`src/sv/assert_macros.svh`:
```
// ----------------------------------------------------------------------------
// assert_macros.svh
// Clocked assertion macros shared by the RTL; empty under synthesis.
// ----------------------------------------------------------------------------
`ifndef ASSERT_MACROS_SVH
`define ASSERT_MACROS_SVH

`ifndef SYNTHESIS
// Condition checked at every edge outside reset.
`define ASSERT_ALWAYS(lbl, clk, rst_n, cond) \
  lbl: assert property (@(posedge clk) disable iff (!rst_n) (cond)) \
    else $error("assertion failed");
// Antecedent implies consequent in the same cycle.
`define ASSERT_IMPLY(lbl, clk, rst_n, ante, cons) \
  lbl: assert property (@(posedge clk) disable iff (!rst_n) (ante) |-> (cons)) \
    else $error("assertion failed");
`else
`define ASSERT_ALWAYS(lbl, clk, rst_n, cond)
`define ASSERT_IMPLY(lbl, clk, rst_n, ante, cons)
`endif

`endif

```
`src/sv/lts_pkg.sv`:
```
// ----------------------------------------------------------------------------
// lts_pkg
// Types, codes and reserved word table of the token scanner.
// ----------------------------------------------------------------------------
package lts_pkg;

  localparam int MAX_IDENT_LEN    = 32;
  localparam int MAX_COMMENT_NEST = 16;
  localparam int IDX_W            = $clog2(MAX_IDENT_LEN);
  localparam int LEN_W            = 6;
  localparam int DEPTH_W          = 5;
  localparam int NUM_WORDS        = 25;
  localparam int WORD_MAX         = 9;

  localparam logic [30:0] NUM_DIV10 = 31'd214748364;
  localparam logic [3:0]  NUM_MOD10 = 4'd7;

  typedef enum logic [2:0] {
    M_IDLE, M_NUMBER, M_IDENT, M_STRING, M_COMMENT, M_GT, M_LT, M_COLON
  } mode_t;

  typedef enum logic [2:0] {
    ST_IN, ST_MODE, ST_CHAR, ST_RESCAN, ST_HALT
  } ctl_state_t;

  typedef enum logic [1:0] {PH_MODE, PH_CHAR, PH_RESCAN} phase_t;

  localparam logic [1:0] KIND_TOKEN = 2'd0;
  localparam logic [1:0] KIND_STR   = 2'd1;
  localparam logic [1:0] KIND_IDENT = 2'd2;

  localparam logic [5:0] TK_IDENT  = 6'd25;
  localparam logic [5:0] TK_NUMBER = 6'd26;
  localparam logic [5:0] TK_STRING = 6'd27;
  localparam logic [5:0] TK_EQ     = 6'd28;
  localparam logic [5:0] TK_GE     = 6'd29;
  localparam logic [5:0] TK_GT     = 6'd30;
  localparam logic [5:0] TK_LE     = 6'd31;
  localparam logic [5:0] TK_NE     = 6'd32;
  localparam logic [5:0] TK_LT     = 6'd33;
  localparam logic [5:0] TK_MINUS  = 6'd34;
  localparam logic [5:0] TK_PLUS   = 6'd35;
  localparam logic [5:0] TK_DIV    = 6'd36;
  localparam logic [5:0] TK_MUL    = 6'd37;
  localparam logic [5:0] TK_RBRACK = 6'd38;
  localparam logic [5:0] TK_RPAREN = 6'd39;
  localparam logic [5:0] TK_COMMA  = 6'd40;
  localparam logic [5:0] TK_DOT    = 6'd41;
  localparam logic [5:0] TK_ASSIGN = 6'd42;
  localparam logic [5:0] TK_LBRACK = 6'd43;
  localparam logic [5:0] TK_LPAREN = 6'd44;
  localparam logic [5:0] TK_SEMI   = 6'd45;
  localparam logic [5:0] TK_EOF    = 6'd46;
  localparam logic [5:0] TK_NONE   = 6'd0;

  localparam logic [3:0] ERR_NONE      = 4'd0;
  localparam logic [3:0] ERR_ILLEGAL   = 4'd1;
  localparam logic [3:0] ERR_NUM_BIG   = 4'd2;
  localparam logic [3:0] ERR_ID_LONG   = 4'd3;
  localparam logic [3:0] ERR_ESCAPE    = 4'd4;
  localparam logic [3:0] ERR_STR_OPEN  = 4'd5;
  localparam logic [3:0] ERR_STR_CTRL  = 4'd6;
  localparam logic [3:0] ERR_CMT_OPEN  = 4'd7;
  localparam logic [3:0] ERR_CMT_DEEP  = 4'd8;

  localparam logic [8*WORD_MAX-1:0] WORD_TEXT [NUM_WORDS] = '{
    "and", "array", "begin", "boolean", "call", "do", "else", "elsif", "end",
    "false", "function", "get", "if", "integer", "leave", "not", "or", "put",
    "relax", "rem", "source", "then", "to", "true", "while"
  };
  localparam logic [3:0] WORD_LEN [NUM_WORDS] = '{
    4'd3, 4'd5, 4'd5, 4'd7, 4'd4, 4'd2, 4'd4, 4'd5, 4'd3, 4'd5, 4'd8, 4'd3,
    4'd2, 4'd7, 4'd5, 4'd3, 4'd2, 4'd3, 4'd5, 4'd3, 4'd6, 4'd4, 4'd2, 4'd4,
    4'd5
  };

  // Words whose character at position pos equals ch.
  function automatic logic [NUM_WORDS-1:0] word_match(input logic [LEN_W-1:0] pos,
                                                      input logic [7:0] ch);
    logic [NUM_WORDS-1:0] m;
    int sh;
    m = '0;
    for (int w = 0; w < NUM_WORDS; w++) begin
      sh = 8 * (int'(WORD_LEN[w]) - 1 - int'(pos));
      if (int'(pos) < int'(WORD_LEN[w]))
        m[w] = (WORD_TEXT[w][sh +: 8] == ch);
    end
    return m;
  endfunction

  // Token code of a finished name: reserved word or identifier.
  function automatic logic [5:0] word_code(input logic [NUM_WORDS-1:0] m,
                                           input logic [LEN_W-1:0] len);
    logic [5:0] code;
    code = TK_IDENT;
    for (int w = NUM_WORDS - 1; w >= 0; w--)
      if (m[w] && ({2'b0, WORD_LEN[w]} == len))
        code = 6'(w);
    return code;
  endfunction

  typedef struct packed {
    phase_t phase;
    logic   fire;
    logic   last;
  } lts_cmd_t;

  typedef struct packed {
    logic emit;
    logic fail;
    logic do_rescan;
    logic need_chars;
    logic rescan_emit;
    logic char_done;
    logic slot_free;
  } lts_sts_t;

endpackage

```
`src/sv/lts_if.sv`:
```
// ----------------------------------------------------------------------------
// lts_in_if / lts_out_if
// Valid/ready channels of the token scanner.
// ----------------------------------------------------------------------------
interface lts_in_if;
  logic       valid;
  logic       ready;
  logic [7:0] char_code;
  logic       end_of_file;
  modport source (output valid, char_code, end_of_file, input ready);
  modport sink   (input valid, char_code, end_of_file, output ready);
endinterface

interface lts_out_if;
  logic        valid;
  logic        ready;
  logic [1:0]  item_kind;
  logic [5:0]  token_code;
  logic [30:0] value;
  logic [3:0]  error_code;
  logic [15:0] line;
  logic [15:0] column;
  logic        last;
  modport source (output valid, item_kind, token_code, value, error_code, line, column,
                  last, input ready);
  modport sink   (input valid, item_kind, token_code, value, error_code, line, column,
                  last, output ready);
endinterface

```
`src/sv/language_token_scanner.sv`:
```
// ----------------------------------------------------------------------------
// language_token_scanner
// Lexical scanner: one source byte or end-of-file mark per input beat,
// zero or more token / character beats out.
// ----------------------------------------------------------------------------
// Usage:
//  in_ch  : valid/ready; a beat carries char_code and end_of_file.
//  out_ch : valid/ready; a beat carries one token, string character or
//           identifier character, with last set on the final beat that an
//           input beat causes.
//  Steps  : the block takes one input beat at a time. A byte that extends
//           a pending token or closes one in place (>=, <=, <>, :=, string
//           and comment bytes) passes through accept and mode step; a byte
//           seen from idle passes through accept, mode step and rescan. A
//           finished identifier that is no reserved word adds a step per name
//           character, read one ahead from the name buffer RAM. Mode step and
//           rescan results are both written to the result register.
//  Stall  : a single result register separates the sides; the sequencer
//           holds its step while that register is full and not drained.
//  Reset  : rst_n synchronous, active low; scanner idle, line 1, column 0.
//           After any error beat the block keeps accepting input beats and
//           drops them until the next reset.
// ----------------------------------------------------------------------------
`include "assert_macros.svh"

module language_token_scanner (
  input  logic      clk,
  input  logic      rst_n,
  lts_in_if.sink    in_ch,
  lts_out_if.source out_ch
);
  import lts_pkg::*;

  lts_cmd_t cmd;
  lts_sts_t sts;
  logic     in_ready;
  logic     in_accept;

  assign in_ch.ready = in_ready;
  assign in_accept   = in_ch.valid && in_ready;

  // Sequencer: byte accept, mode step, name characters, rescan.
  lts_ctrl u_ctrl (
    .clk       (clk),
    .rst_n     (rst_n),
    .in_accept (in_accept),
    .sts       (sts),
    .cmd       (cmd),
    .in_ready  (in_ready)
  );

  // Datapath with scan state and result register.
  lts_dp u_dp (
    .clk       (clk),
    .rst_n     (rst_n),
    .in_accept (in_accept),
    .in_char   (in_ch.char_code),
    .in_eof    (in_ch.end_of_file),
    .cmd       (cmd),
    .sts       (sts),
    .out_ready (out_ch.ready),
    .out_valid (out_ch.valid),
    .out_kind  (out_ch.item_kind),
    .out_code  (out_ch.token_code),
    .out_value (out_ch.value),
    .out_err   (out_ch.error_code),
    .out_line  (out_ch.line),
    .out_col   (out_ch.column),
    .out_last  (out_ch.last)
  );

  // A step never runs while a new byte is being taken.
  `ASSERT_IMPLY(a_no_overlap, clk, rst_n, cmd.fire, !in_ready)
  // A result is only written when the result register is free.
  `ASSERT_IMPLY(a_no_overwrite, clk, rst_n, cmd.fire && sts.emit, sts.slot_free)
  // Name character beats never carry an error.
  `ASSERT_ALWAYS(a_char_no_fail, clk, rst_n, !(cmd.phase == PH_CHAR && sts.fail))
endmodule

```
`src/sv/lts_ram.sv`:
```
// ----------------------------------------------------------------------------
// lts_ram
// Generic single-write, single-read RAM with registered read data.
// ----------------------------------------------------------------------------
module lts_ram #(
  parameter int WIDTH = 8,
  parameter int DEPTH = 32
) (
  input  logic                     clk,
  input  logic                     we,
  input  logic [$clog2(DEPTH)-1:0] waddr,
  input  logic [WIDTH-1:0]         wdata,
  input  logic [$clog2(DEPTH)-1:0] raddr,
  output logic [WIDTH-1:0]         rdata_r
);
  logic [WIDTH-1:0] mem [DEPTH];

  always_ff @(posedge clk) begin
    if (we) mem[waddr] <= wdata;
    rdata_r <= mem[raddr];
  end
endmodule

```
`src/sv/lts_ctrl.sv`:
```
// ----------------------------------------------------------------------------
// lts_ctrl
// Sequencer: accept a byte, run the mode step, stream name characters,
// then rescan the byte; parks in halt after an error.
// ----------------------------------------------------------------------------
module lts_ctrl (
  input  logic              clk,
  input  logic              rst_n,
  input  logic              in_accept,
  input  lts_pkg::lts_sts_t sts,
  output lts_pkg::lts_cmd_t cmd,
  output logic              in_ready
);
  import lts_pkg::*;

  ctl_state_t state_r, state_nxt;

  always_ff @(posedge clk) begin
    if (!rst_n) state_r <= ST_IN;
    else        state_r <= state_nxt;
  end

  always_comb begin
    state_nxt = state_r;
    cmd.phase = PH_MODE;
    cmd.fire  = 1'b0;
    cmd.last  = 1'b1;
    in_ready  = 1'b0;
    case (state_r)
      ST_IN: begin
        in_ready = 1'b1;
        if (in_accept) state_nxt = ST_MODE;
      end
      ST_MODE: begin
        cmd.fire = !sts.emit || sts.slot_free;
        cmd.last = sts.fail || !(sts.need_chars || (sts.do_rescan && sts.rescan_emit));
        if (cmd.fire) begin
          if (sts.fail)            state_nxt = ST_HALT;
          else if (sts.need_chars) state_nxt = ST_CHAR;
          else if (sts.do_rescan)  state_nxt = ST_RESCAN;
          else                     state_nxt = ST_IN;
        end
      end
      ST_CHAR: begin
        cmd.phase = PH_CHAR;
        cmd.fire  = sts.slot_free;
        cmd.last  = sts.char_done && !sts.rescan_emit;
        if (cmd.fire && sts.char_done) state_nxt = ST_RESCAN;
      end
      ST_RESCAN: begin
        cmd.phase = PH_RESCAN;
        cmd.fire  = !sts.emit || sts.slot_free;
        if (cmd.fire) state_nxt = sts.fail ? ST_HALT : ST_IN;
      end
      ST_HALT: begin
        in_ready = 1'b1;
      end
      default: state_nxt = ST_IN;
    endcase
  end
endmodule

```
`src/sv/lts_dp.sv`:
```
// ----------------------------------------------------------------------------
// lts_dp
// Scanner datapath: position counters, mode registers, name buffer,
// number accumulator and the result register.
// ----------------------------------------------------------------------------
module lts_dp (
  input  logic              clk,
  input  logic              rst_n,
  input  logic              in_accept,
  input  logic [7:0]        in_char,
  input  logic              in_eof,
  input  lts_pkg::lts_cmd_t cmd,
  output lts_pkg::lts_sts_t sts,
  input  logic              out_ready,
  output logic              out_valid,
  output logic [1:0]        out_kind,
  output logic [5:0]        out_code,
  output logic [30:0]       out_value,
  output logic [3:0]        out_err,
  output logic [15:0]       out_line,
  output logic [15:0]       out_col,
  output logic              out_last
);
  import lts_pkg::*;

  function automatic logic is_alpha(input logic [7:0] ch);
    return (ch >= "a" && ch <= "z") || (ch >= "A" && ch <= "Z");
  endfunction
  function automatic logic is_digit(input logic [7:0] ch);
    return ch >= "0" && ch <= "9";
  endfunction
  function automatic logic is_space(input logic [7:0] ch);
    return ch == " " || (ch >= 8'd9 && ch <= 8'd13);
  endfunction

  logic [7:0]           c_r;
  logic                 eof_r;
  mode_t                mode_r, mode_nxt;
  logic [LEN_W-1:0]     len_r, len_nxt;
  logic [NUM_WORDS-1:0] mask_r, mask_nxt;
  logic [30:0]          acc_r, acc_nxt;
  logic [DEPTH_W-1:0]   depth_r, depth_nxt;
  logic                 esc_r, esc_nxt;
  logic [15:0]          line_r, col_r, sline_r, scol_r, sline_nxt, scol_nxt;
  logic                 nl_r;
  logic [IDX_W-1:0]     idx_r, idx_nxt;
  logic                 out_valid_r;

  logic        e_emit, e_fail, e_rescan;
  logic [1:0]  e_kind;
  logic [5:0]  e_code;
  logic [30:0] e_value;
  logic [3:0]  e_err;
  logic [15:0] e_line, e_col;
  logic        ram_we;
  logic [IDX_W-1:0] ram_waddr, ram_raddr;
  logic [7:0]  ram_wdata, ram_rdata;

  logic       name_ch, ch_ok;
  logic [3:0] dig;
  logic [5:0] id_code;
  logic [15:0] line_base, col_base;
  logic [DEPTH_W-1:0] depth_dec;

  assign dig       = c_r[3:0] - 4'd0;
  assign name_ch   = is_alpha(c_r) || is_digit(c_r) || c_r == "_";
  assign ch_ok     = !eof_r;
  assign id_code   = word_code(mask_r, len_r);
  assign depth_dec = (depth_r != '0) ? depth_r - 1'b1 : depth_r;

  // Position update on each accepted byte.
  assign line_base = (nl_r && line_r != 16'hFFFF) ? line_r + 16'd1 : line_r;
  assign col_base  = nl_r ? 16'd0 : col_r;

  always_ff @(posedge clk) begin
    if (!rst_n) begin
      line_r <= 16'd1;
      col_r  <= 16'd0;
      nl_r   <= 1'b0;
    end else if (in_accept && !in_eof) begin
      line_r <= line_base;
      col_r  <= (col_base != 16'hFFFF) ? col_base + 16'd1 : col_base;
      nl_r   <= (in_char == 8'd10);
    end
  end

  always_ff @(posedge clk) begin
    if (in_accept) begin
      c_r   <= in_char;
      eof_r <= in_eof;
    end
  end

  always_comb begin
    e_emit = 1'b0; e_fail = 1'b0; e_rescan = 1'b0;
    e_kind = KIND_TOKEN; e_code = TK_NONE; e_value = '0; e_err = ERR_NONE;
    e_line = sline_r; e_col = scol_r;
    mode_nxt = mode_r; len_nxt = len_r; mask_nxt = mask_r; acc_nxt = acc_r;
    depth_nxt = depth_r; esc_nxt = esc_r; sline_nxt = sline_r; scol_nxt = scol_r;
    idx_nxt = idx_r;
    ram_we = 1'b0; ram_waddr = len_r[IDX_W-1:0]; ram_wdata = c_r;
    case (cmd.phase)
      PH_MODE: begin
        idx_nxt = '0;
        case (mode_r)
          M_NUMBER: begin
            if (ch_ok && is_digit(c_r)) begin
              if (acc_r > NUM_DIV10 || (acc_r == NUM_DIV10 && dig > NUM_MOD10)) begin
                e_fail = 1'b1; e_err = ERR_NUM_BIG;
              end else begin
                acc_nxt = (acc_r << 3) + (acc_r << 1) + {27'd0, dig};
              end
            end else begin
              e_emit = 1'b1; e_code = TK_NUMBER; e_value = acc_r; e_rescan = 1'b1;
            end
          end
          M_IDENT: begin
            if (ch_ok && name_ch) begin
              if (len_r >= LEN_W'(MAX_IDENT_LEN)) begin
                e_fail = 1'b1; e_err = ERR_ID_LONG;
              end else begin
                ram_we   = 1'b1;
                len_nxt  = len_r + 1'b1;
                mask_nxt = mask_r & word_match(len_r, c_r);
              end
            end else begin
              e_emit = 1'b1; e_code = id_code; e_rescan = 1'b1;
            end
          end
          M_GT: begin
            if (ch_ok && c_r == "=") begin
              e_emit = 1'b1; e_code = TK_GE; mode_nxt = M_IDLE;
            end else begin
              e_emit = 1'b1; e_code = TK_GT; e_rescan = 1'b1;
            end
          end
          M_LT: begin
            if (ch_ok && c_r == "=") begin
              e_emit = 1'b1; e_code = TK_LE; mode_nxt = M_IDLE;
            end else if (ch_ok && c_r == ">") begin
              e_emit = 1'b1; e_code = TK_NE; mode_nxt = M_IDLE;
            end else begin
              e_emit = 1'b1; e_code = TK_LT; e_rescan = 1'b1;
            end
          end
          M_COLON: begin
            if (ch_ok && c_r == "=") begin
              e_emit = 1'b1; e_code = TK_ASSIGN; mode_nxt = M_IDLE;
            end else begin
              e_fail = 1'b1; e_err = ERR_ILLEGAL;
            end
          end
          M_STRING: begin
            if (eof_r) begin
              e_fail = 1'b1;
              if (esc_r) begin
                e_err = ERR_ESCAPE; e_line = line_r; e_col = col_r;
              end else begin
                e_err = ERR_STR_OPEN;
              end
            end else if (esc_r) begin
              if (c_r == "n" || c_r == "t" || c_r == "\"" || c_r == "\\") begin
                e_emit = 1'b1; e_kind = KIND_STR; e_code = TK_STRING;
                e_value = {23'd0, c_r}; esc_nxt = 1'b0;
              end else begin
                e_fail = 1'b1; e_err = ERR_ESCAPE; e_line = line_r; e_col = col_r - 16'd1;
              end
            end else if (c_r == "\"") begin
              e_emit = 1'b1; e_code = TK_STRING; mode_nxt = M_IDLE;
            end else if (c_r == "\\") begin
              e_emit = 1'b1; e_kind = KIND_STR; e_code = TK_STRING;
              e_value = {23'd0, c_r}; esc_nxt = 1'b1;
            end else if (c_r < 8'h20 || c_r >= 8'h7F) begin
              e_fail = 1'b1; e_err = ERR_STR_CTRL; e_line = line_r; e_col = col_r;
            end else begin
              e_emit = 1'b1; e_kind = KIND_STR; e_code = TK_STRING; e_value = {23'd0, c_r};
            end
          end
          M_COMMENT: begin
            if (eof_r) begin
              e_fail = 1'b1; e_err = ERR_CMT_OPEN;
            end else if (c_r == "{") begin
              if (depth_r >= DEPTH_W'(MAX_COMMENT_NEST)) begin
                e_fail = 1'b1; e_err = ERR_CMT_DEEP; e_line = line_r; e_col = col_r;
              end else begin
                depth_nxt = depth_r + 1'b1;
              end
            end else if (c_r == "}") begin
              depth_nxt = depth_dec;
              if (depth_dec == '0) mode_nxt = M_IDLE;
            end
          end
          default: e_rescan = 1'b1;
        endcase
        if (e_fail) mode_nxt = M_IDLE;
      end
      PH_CHAR: begin
        e_emit  = 1'b1; e_kind = KIND_IDENT; e_code = TK_IDENT;
        e_value = {23'd0, ram_rdata};
        idx_nxt = idx_r + 1'b1;
      end
      default: begin
        // Rescan: the byte seen from the idle state, or end of file.
        mode_nxt = M_IDLE;
        if (eof_r) begin
          e_emit = 1'b1; e_code = TK_EOF; e_line = line_r; e_col = col_r;
        end else if (!is_space(c_r)) begin
          sline_nxt = line_r; scol_nxt = col_r;
          e_line = line_r; e_col = col_r;
          if (is_alpha(c_r) || c_r == "_") begin
            ram_we = 1'b1; ram_waddr = '0;
            len_nxt = LEN_W'(1); mask_nxt = word_match('0, c_r); mode_nxt = M_IDENT;
          end else if (is_digit(c_r)) begin
            acc_nxt = {27'd0, dig}; mode_nxt = M_NUMBER;
          end else begin
            case (c_r)
              "\"":    begin esc_nxt = 1'b0; mode_nxt = M_STRING; end
              "{":     begin depth_nxt = DEPTH_W'(1); mode_nxt = M_COMMENT; end
              ">":     mode_nxt = M_GT;
              "<":     mode_nxt = M_LT;
              ":":     mode_nxt = M_COLON;
              "=":     begin e_emit = 1'b1; e_code = TK_EQ;     end
              "-":     begin e_emit = 1'b1; e_code = TK_MINUS;  end
              "+":     begin e_emit = 1'b1; e_code = TK_PLUS;   end
              "/":     begin e_emit = 1'b1; e_code = TK_DIV;    end
              "*":     begin e_emit = 1'b1; e_code = TK_MUL;    end
              "]":     begin e_emit = 1'b1; e_code = TK_RBRACK; end
              ")":     begin e_emit = 1'b1; e_code = TK_RPAREN; end
              ",":     begin e_emit = 1'b1; e_code = TK_COMMA;  end
              ".":     begin e_emit = 1'b1; e_code = TK_DOT;    end
              "[":     begin e_emit = 1'b1; e_code = TK_LBRACK; end
              "(":     begin e_emit = 1'b1; e_code = TK_LPAREN; end
              ";":     begin e_emit = 1'b1; e_code = TK_SEMI;   end
              default: begin e_fail = 1'b1; e_err = ERR_ILLEGAL; end
            endcase
          end
        end
      end
    endcase
  end

  always_ff @(posedge clk) begin
    if (!rst_n) begin
      mode_r  <= M_IDLE;
      len_r   <= '0;
      mask_r  <= '0;
      acc_r   <= '0;
      depth_r <= '0;
      esc_r   <= 1'b0;
      sline_r <= 16'd1;
      scol_r  <= 16'd0;
      idx_r   <= '0;
    end else if (cmd.fire) begin
      mode_r  <= mode_nxt;
      len_r   <= len_nxt;
      mask_r  <= mask_nxt;
      acc_r   <= acc_nxt;
      depth_r <= depth_nxt;
      esc_r   <= esc_nxt;
      sline_r <= sline_nxt;
      scol_r  <= scol_nxt;
      idx_r   <= idx_nxt;
    end
  end

  // Read one ahead so the next name character is ready when it is sent.
  assign ram_raddr = (cmd.phase == PH_CHAR) ? (cmd.fire ? idx_r + 1'b1 : idx_r) : '0;

  lts_ram #(.WIDTH(8), .DEPTH(MAX_IDENT_LEN)) u_name_buf (
    .clk     (clk),
    .we      (ram_we && cmd.fire),
    .waddr   (ram_waddr),
    .wdata   (ram_wdata),
    .raddr   (ram_raddr),
    .rdata_r (ram_rdata)
  );

  // Result register.
  always_ff @(posedge clk) begin
    if (!rst_n)                       out_valid_r <= 1'b0;
    else if (cmd.fire && (e_emit || e_fail)) out_valid_r <= 1'b1;
    else if (out_ready)               out_valid_r <= 1'b0;
  end

  always_ff @(posedge clk) begin
    if (cmd.fire && (e_emit || e_fail)) begin
      out_kind  <= e_kind;
      out_code  <= e_code;
      out_value <= e_value;
      out_err   <= e_err;
      out_line  <= e_line;
      out_col   <= e_col;
      out_last  <= cmd.last;
    end
  end

  assign out_valid = out_valid_r;

  assign sts.emit        = e_emit || e_fail;
  assign sts.fail        = e_fail;
  assign sts.do_rescan   = e_rescan;
  assign sts.need_chars  = (mode_r == M_IDENT) && !(ch_ok && name_ch) && (id_code == TK_IDENT);
  assign sts.rescan_emit = eof_r || !(is_space(c_r) || name_ch || c_r == "\"" ||
                           c_r == "{" || c_r == ">" || c_r == "<" || c_r == ":");
  assign sts.char_done   = (idx_r == IDX_W'(len_r - 1'b1));
  assign sts.slot_free   = !out_valid_r || out_ready;
endmodule
```
`src/flat_wrapper.sv`:
```
// flat-port wrapper written by rule: the top's interface ports become plain ports
module language_token_scanner_flat import lts_pkg::*;
  (clk, rst_n, in_ch_valid, in_ch_char_code, in_ch_end_of_file, in_ch_ready, out_ch_valid, out_ch_item_kind, out_ch_token_code, out_ch_value, out_ch_error_code, out_ch_line, out_ch_column, out_ch_last, out_ch_ready);
  lts_in_if in_ch_i ();
  lts_out_if out_ch_i ();
  input  logic clk;
  input  logic rst_n;
  input wire logic [$bits(in_ch_i.valid)-1:0] in_ch_valid;
  input wire logic [$bits(in_ch_i.char_code)-1:0] in_ch_char_code;
  input wire logic [$bits(in_ch_i.end_of_file)-1:0] in_ch_end_of_file;
  output wire logic [$bits(in_ch_i.ready)-1:0] in_ch_ready;
  output wire logic [$bits(out_ch_i.valid)-1:0] out_ch_valid;
  output wire logic [$bits(out_ch_i.item_kind)-1:0] out_ch_item_kind;
  output wire logic [$bits(out_ch_i.token_code)-1:0] out_ch_token_code;
  output wire logic [$bits(out_ch_i.value)-1:0] out_ch_value;
  output wire logic [$bits(out_ch_i.error_code)-1:0] out_ch_error_code;
  output wire logic [$bits(out_ch_i.line)-1:0] out_ch_line;
  output wire logic [$bits(out_ch_i.column)-1:0] out_ch_column;
  output wire logic [$bits(out_ch_i.last)-1:0] out_ch_last;
  input wire logic [$bits(out_ch_i.ready)-1:0] out_ch_ready;
  assign in_ch_i.valid = in_ch_valid;
  assign in_ch_i.char_code = in_ch_char_code;
  assign in_ch_i.end_of_file = in_ch_end_of_file;
  assign in_ch_ready = in_ch_i.ready;
  assign out_ch_valid = out_ch_i.valid;
  assign out_ch_item_kind = out_ch_i.item_kind;
  assign out_ch_token_code = out_ch_i.token_code;
  assign out_ch_value = out_ch_i.value;
  assign out_ch_error_code = out_ch_i.error_code;
  assign out_ch_line = out_ch_i.line;
  assign out_ch_column = out_ch_i.column;
  assign out_ch_last = out_ch_i.last;
  assign out_ch_i.ready = out_ch_ready;
  language_token_scanner u_core (.clk(clk), .rst_n(rst_n), .in_ch(in_ch_i), .out_ch(out_ch_i));
endmodule
```
`config.mk`:
```
export PLATFORM = sky130hd
export DESIGN_NAME = language_token_scanner_flat
export DESIGN_NICKNAME = d
export VERILOG_FILES = /design/src/sv/lts_pkg.sv /design/src/sv/lts_if.sv /design/src/sv/language_token_scanner.sv /design/src/sv/lts_ram.sv /design/src/sv/lts_ctrl.sv /design/src/sv/lts_dp.sv /design/src/flat_wrapper.sv
export VERILOG_INCLUDE_DIRS = /design/src /design/src/sv
export SDC_FILE = /design/constraint.sdc
export NUM_CORES = 1
export LEC_CHECK = 0
export BUFFER_PORTS_ARGS = -buffer_cell sky130_fd_sc_hd__clkbuf_2
export CAP_MARGIN = 20
export CORE_MARGIN = 2
export CORE_UTILIZATION = 35
export CTS_CLUSTER_SIZE = 24
export DETAILED_ROUTE_END_ITERATION = 8
export GPL_TIMING_DRIVEN = 0
export MAX_ROUTING_LAYER = met4
export PLACE_DENSITY = 0.48
export SLEW_MARGIN = 10
export SYNTH_ARGS = -nofsm -noshare
export SYNTH_HDL_FRONTEND = slang
export SYNTH_SLANG_ARGS = --single-unit
```
`constraint.sdc`:
```
create_clock -name clk -period 10.62 [get_ports clk]
set_input_delay 2.124 -clock clk [delete_from_list [all_inputs] [get_ports clk]]
set_output_delay 2.124 -clock clk [all_outputs]
set_load 0.005 [all_outputs]
```
==> key figures <==
Status
  – Status: completed

Yosys
  – Syn Nets: 3051
  – Yosys warns: 0
  – Sequential-to-total area share from yosys stat: 0.4775
  – Mapped Cells: 2955
  – Main synth FF type: edfxtp_1
  – Synth Register Bits: 494
  – Syn Std Cell Area: 27860 um2
  – Post-synth EDFFs: 341
  – Post-synthesis cell type count: 107
  – Syn Area/Cell: 9.429 um2
  – Ys async rst share: 0

Finish
  – Layout cell share with drive strength beyond 1: 0.09356
  – Most common cell after layout, fill and taps aside: nand2_1
  – Nets: 3231
  – Filler cells: 7829
  – Final core utilization: 0.4064
  – Area delta synth->final: 15.05%
  – Final std cells w/o fill: 4236
  – Commonest cells after routing, fill and taps aside: 422 x nand2_1, 341 x edfxtp_1, 246 x nor2_1, 170 x nand3_1, 155 x a21oi_1

Global routing
  – Total track usage: 0.2655
  – Total congestion overflow: 0
  – First-pass GRT wire length: 158200 um
  – Initial antenna violation count: 1
  – Pin count of the biggest net entering global routing: 29
  – Number of global-route vias before repair: 23480

STA
  – Number of hold violations in the final report: 0
  – Tmin final: 6242 ps
  – Final setup vio count: 0
  – F_max: 0.1602 GHz
  – WHS: 486.9 ps
  – Fin crit share: 0.5878
  – Setup tns final: 0 ps
  – RSZ-0062 raised after global routing: no
  – Slew @ Worst Pin: 1338 ps
  – Slew Limit Fails: 0
  – Relative slew margins: 0.1077
  – Setup Skew: 41.23 ps

CTS
  – CTS H-tree lvls: 2
  – Post-CTS setup buffers: 0
  – TritonCTS clock tree: done
  – CTS resizes: 0
  – Clock Latency Late Sink: 640 ps
  – Clock transition at path regs: 60 ps
  – # hold bufs at CTS: 0
  – Clock Sinks: 494
  – CTS buffer count: 58
  – Max Buffers Root-to-Sink: 3
  – Clock Root Buffer: clkbuf_16

Power
  – Total power: 4.711 mW
  – Cell Int Power: 3.418 mW
  – Switch Pwr: 1.293 mW
  – Gate power share: 0.124
  – Register share of total power: 0.455
  – Clock power share: 0.421
  – Max rail drop VDD: 0.1285 mV
  – Pwr per Cell Area: 147.0 nW/um2
  – Leakage power: 11.63 nW
  – Sw Ratio: 0.2744

Placement
  – I/O Buffers: 90
  – GPL Wtd Cong: 0.9847
  – Dpl cells: 4118
  – Detailed Place HPWL: 80880 um

Floorplanning
  – Initial Util: 0.3533
  – Cell Rows: 103
  – Vert. Die Dim: 286.1 um
  – I/O pin cnt: 91
  – Die W: 286.1 um
  – Die Area: 81880 um2
  – Core area: 78870 um2

Routing
  – Routed Antenna Nets: 0
  – Vias: 24390
  – Initial DRC Count: 2301
  – Total Wirelength: 107900 um
  – WL/cell: 25.47 um
  – DRC: 0
  – Vias/cell: 5.758
  – Drt first pass iters: 6

Worst setup path
  – Worst path max stage delay: 640 ps
  – CP Launch Type: register
  – CP cell instances: buf_16 -> buf_2 -> and2_0 -> o2111ai_1 -> o211ai_1 -> nand3_2 -> a311oi_4 -> nor4_2 -> a21oi_2 -> clkbuf_1 -> buf_2 -> nand2_1 -> nand3_1 -> o2111ai_1 -> nor4_1
  – Critical Path RT: 11060 ps
  – WS Path Type: register to register
  – RR Startpoint: u_core.u_dp.c_r[6]
  – Worst Setup End Kind: register
  – CP arrival: 6680 ps
  – R2R Setup Slk: 4380 ps
  – Critical path peak fanout: 19
  – Crit path launch: u_core.u_dp.c_r[6]
  – Slowest-stage cell, CP: a21oi_2
  – R2R depth: 15
  – Reg2reg end: u_core.u_dp.u_name_buf.rdata_r[1]

Flow run
  – Max_cap viols: 0

Worst hold path
  – Worst min path class: register to register
  – Worst hold path depth: 2
  – Hold Path Sink: u_core.u_dp.sline_r[0]
  – Hold path start: u_core.u_dp.sline_r[0]
==> layer usage <==
metal / GRT usage / up-vias / share of wire
met2: 0.4114 / 977 / 0.45
met1: 0.3603 / 11950 / 0.45
met4: 0.08717 / 0 / 0.035
li1: - / 11280 / -
met5: - / - / 0
met3: 0.03362 / 176 / 0.064
==> power groups by stage <==
stage / sequential (mW) / combinational [mW] / clock (mW)
2_1_floorplan: 2.20 / 0.279 / 0
3_3_place_gp: 2.23 / 0.501 / 0
3_5_place_dp: 2.18 / 0.574 / 0
4_1_cts: 2.14 / 0.577 / 2.03
5_1_grt: 2.15 / 0.616 / 2.10
6_report: 2.14 / 0.584 / 1.98
==> cell families after synthesis <==
group | Yosys count | share of synthesized area
fa+ha+maj | 84 | 0.03817
simple gates | 1323 | 0.2327
mux | 81 | 0.02977
flops | 494 | 0.4775
xor+xnor | 116 | 0.03647
compound gates | 617 | 0.1517
buf+inv | 240 | 0.03373
==> critical path, delay by kind of cell, from the launching register on <==
family / cells / cell delay [ps]
AOI/OAI and AO/OA: 5 / 2280
buffers and inverters: 4 / 1340
DFF: 1 / 610
and+or+nand+nor: 6 / 1790
==> worst max path at each step <==
stage,end,depth (start not counted)
3_5_place_dp,u_core.u_dp.u_name_buf.rdata_r[1],15
6_report,u_core.u_dp.u_name_buf.rdata_r[1],15
2_1_floorplan,u_core.u_dp.out_code[0],5
3_3_place_gp,u_core.u_dp.out_line[1],10
4_1_cts,u_core.u_dp.u_name_buf.rdata_r[1],15
5_1_grt,u_core.u_dp.u_name_buf.rdata_r[5],15
==> synth_stat cells (all sizes together) (29+ instances only) <==
master  number  area [um2]
nor2b       85       531.8
a22oi       33       252.7
a31oi       32       200.2
inv         44       165.2
ha          81        1013
clkbuf     139       521.8
o21ai      122       610.6
mux2i       66       660.6
a21oi      157       793.3
nand3      171       860.8
and2        42       262.8
nand2      422        1584
nand4       75       469.2
xnor2       89       779.5
and3        57       361.6
nor2       249       944.7
edfxtp     341       10240
nor3        78       395.4
buf         50       226.5
nor4        29       193.9
dfxtp      153        3063
==> through the flow <==
| step | setup WS, ps | area [um2] |
|---|---|---|
| final | 4378 | 32060 |
| after global routing | 4274 | 32050 |
| after CTS | 4544 | 32020 |
| after detailed placement | 4560 | 30100 |
| after global placement | 621.3 | 29630 |
| after floorplan | 3973 | 27860 |
==> flip-flops by register name, indices dropped and copies added (netlist names), 2 cells and up <==
signal	cells
u_core.u_dp.mode_r	3
u_core.u_dp.col_r	16
u_core.u_ctrl.state_r	3
u_core.u_dp.out_err	4
u_core.u_dp.out_kind	2
u_core.u_dp.len_r	6
u_core.u_dp.out_code	6
u_core.u_dp.sline_r	16
u_core.u_dp.mask_r	25
u_core.u_dp.c_r	8
u_core.u_dp.depth_r	5
u_core.u_dp.idx_r	5
u_core.u_dp.u_name_buf.mem	256
u_core.u_dp.out_line	16
u_core.u_dp.line_r	16
u_core.u_dp.u_name_buf.rdata_r	8
u_core.u_dp.acc_r	31
u_core.u_dp.out_col	16
u_core.u_dp.scol_r	16
u_core.u_dp.out_value	31
==> area by class of cell <==
cell class                 count  area, um2  area share
antenna                        1      2.502  0.00007806
buffer                       189      748.2     0.02334
clock buffer                  79       1709     0.05332
clock inverter                31      206.4    0.006440
inverter                      51      191.4    0.005972
multi-input combinational   2221      13660      0.4261
sequential                   494      13300      0.4150
tap                         1050       1314     0.04098
timing repair buffer         120      922.1     0.02877
(Power assumes the default switching activity.)
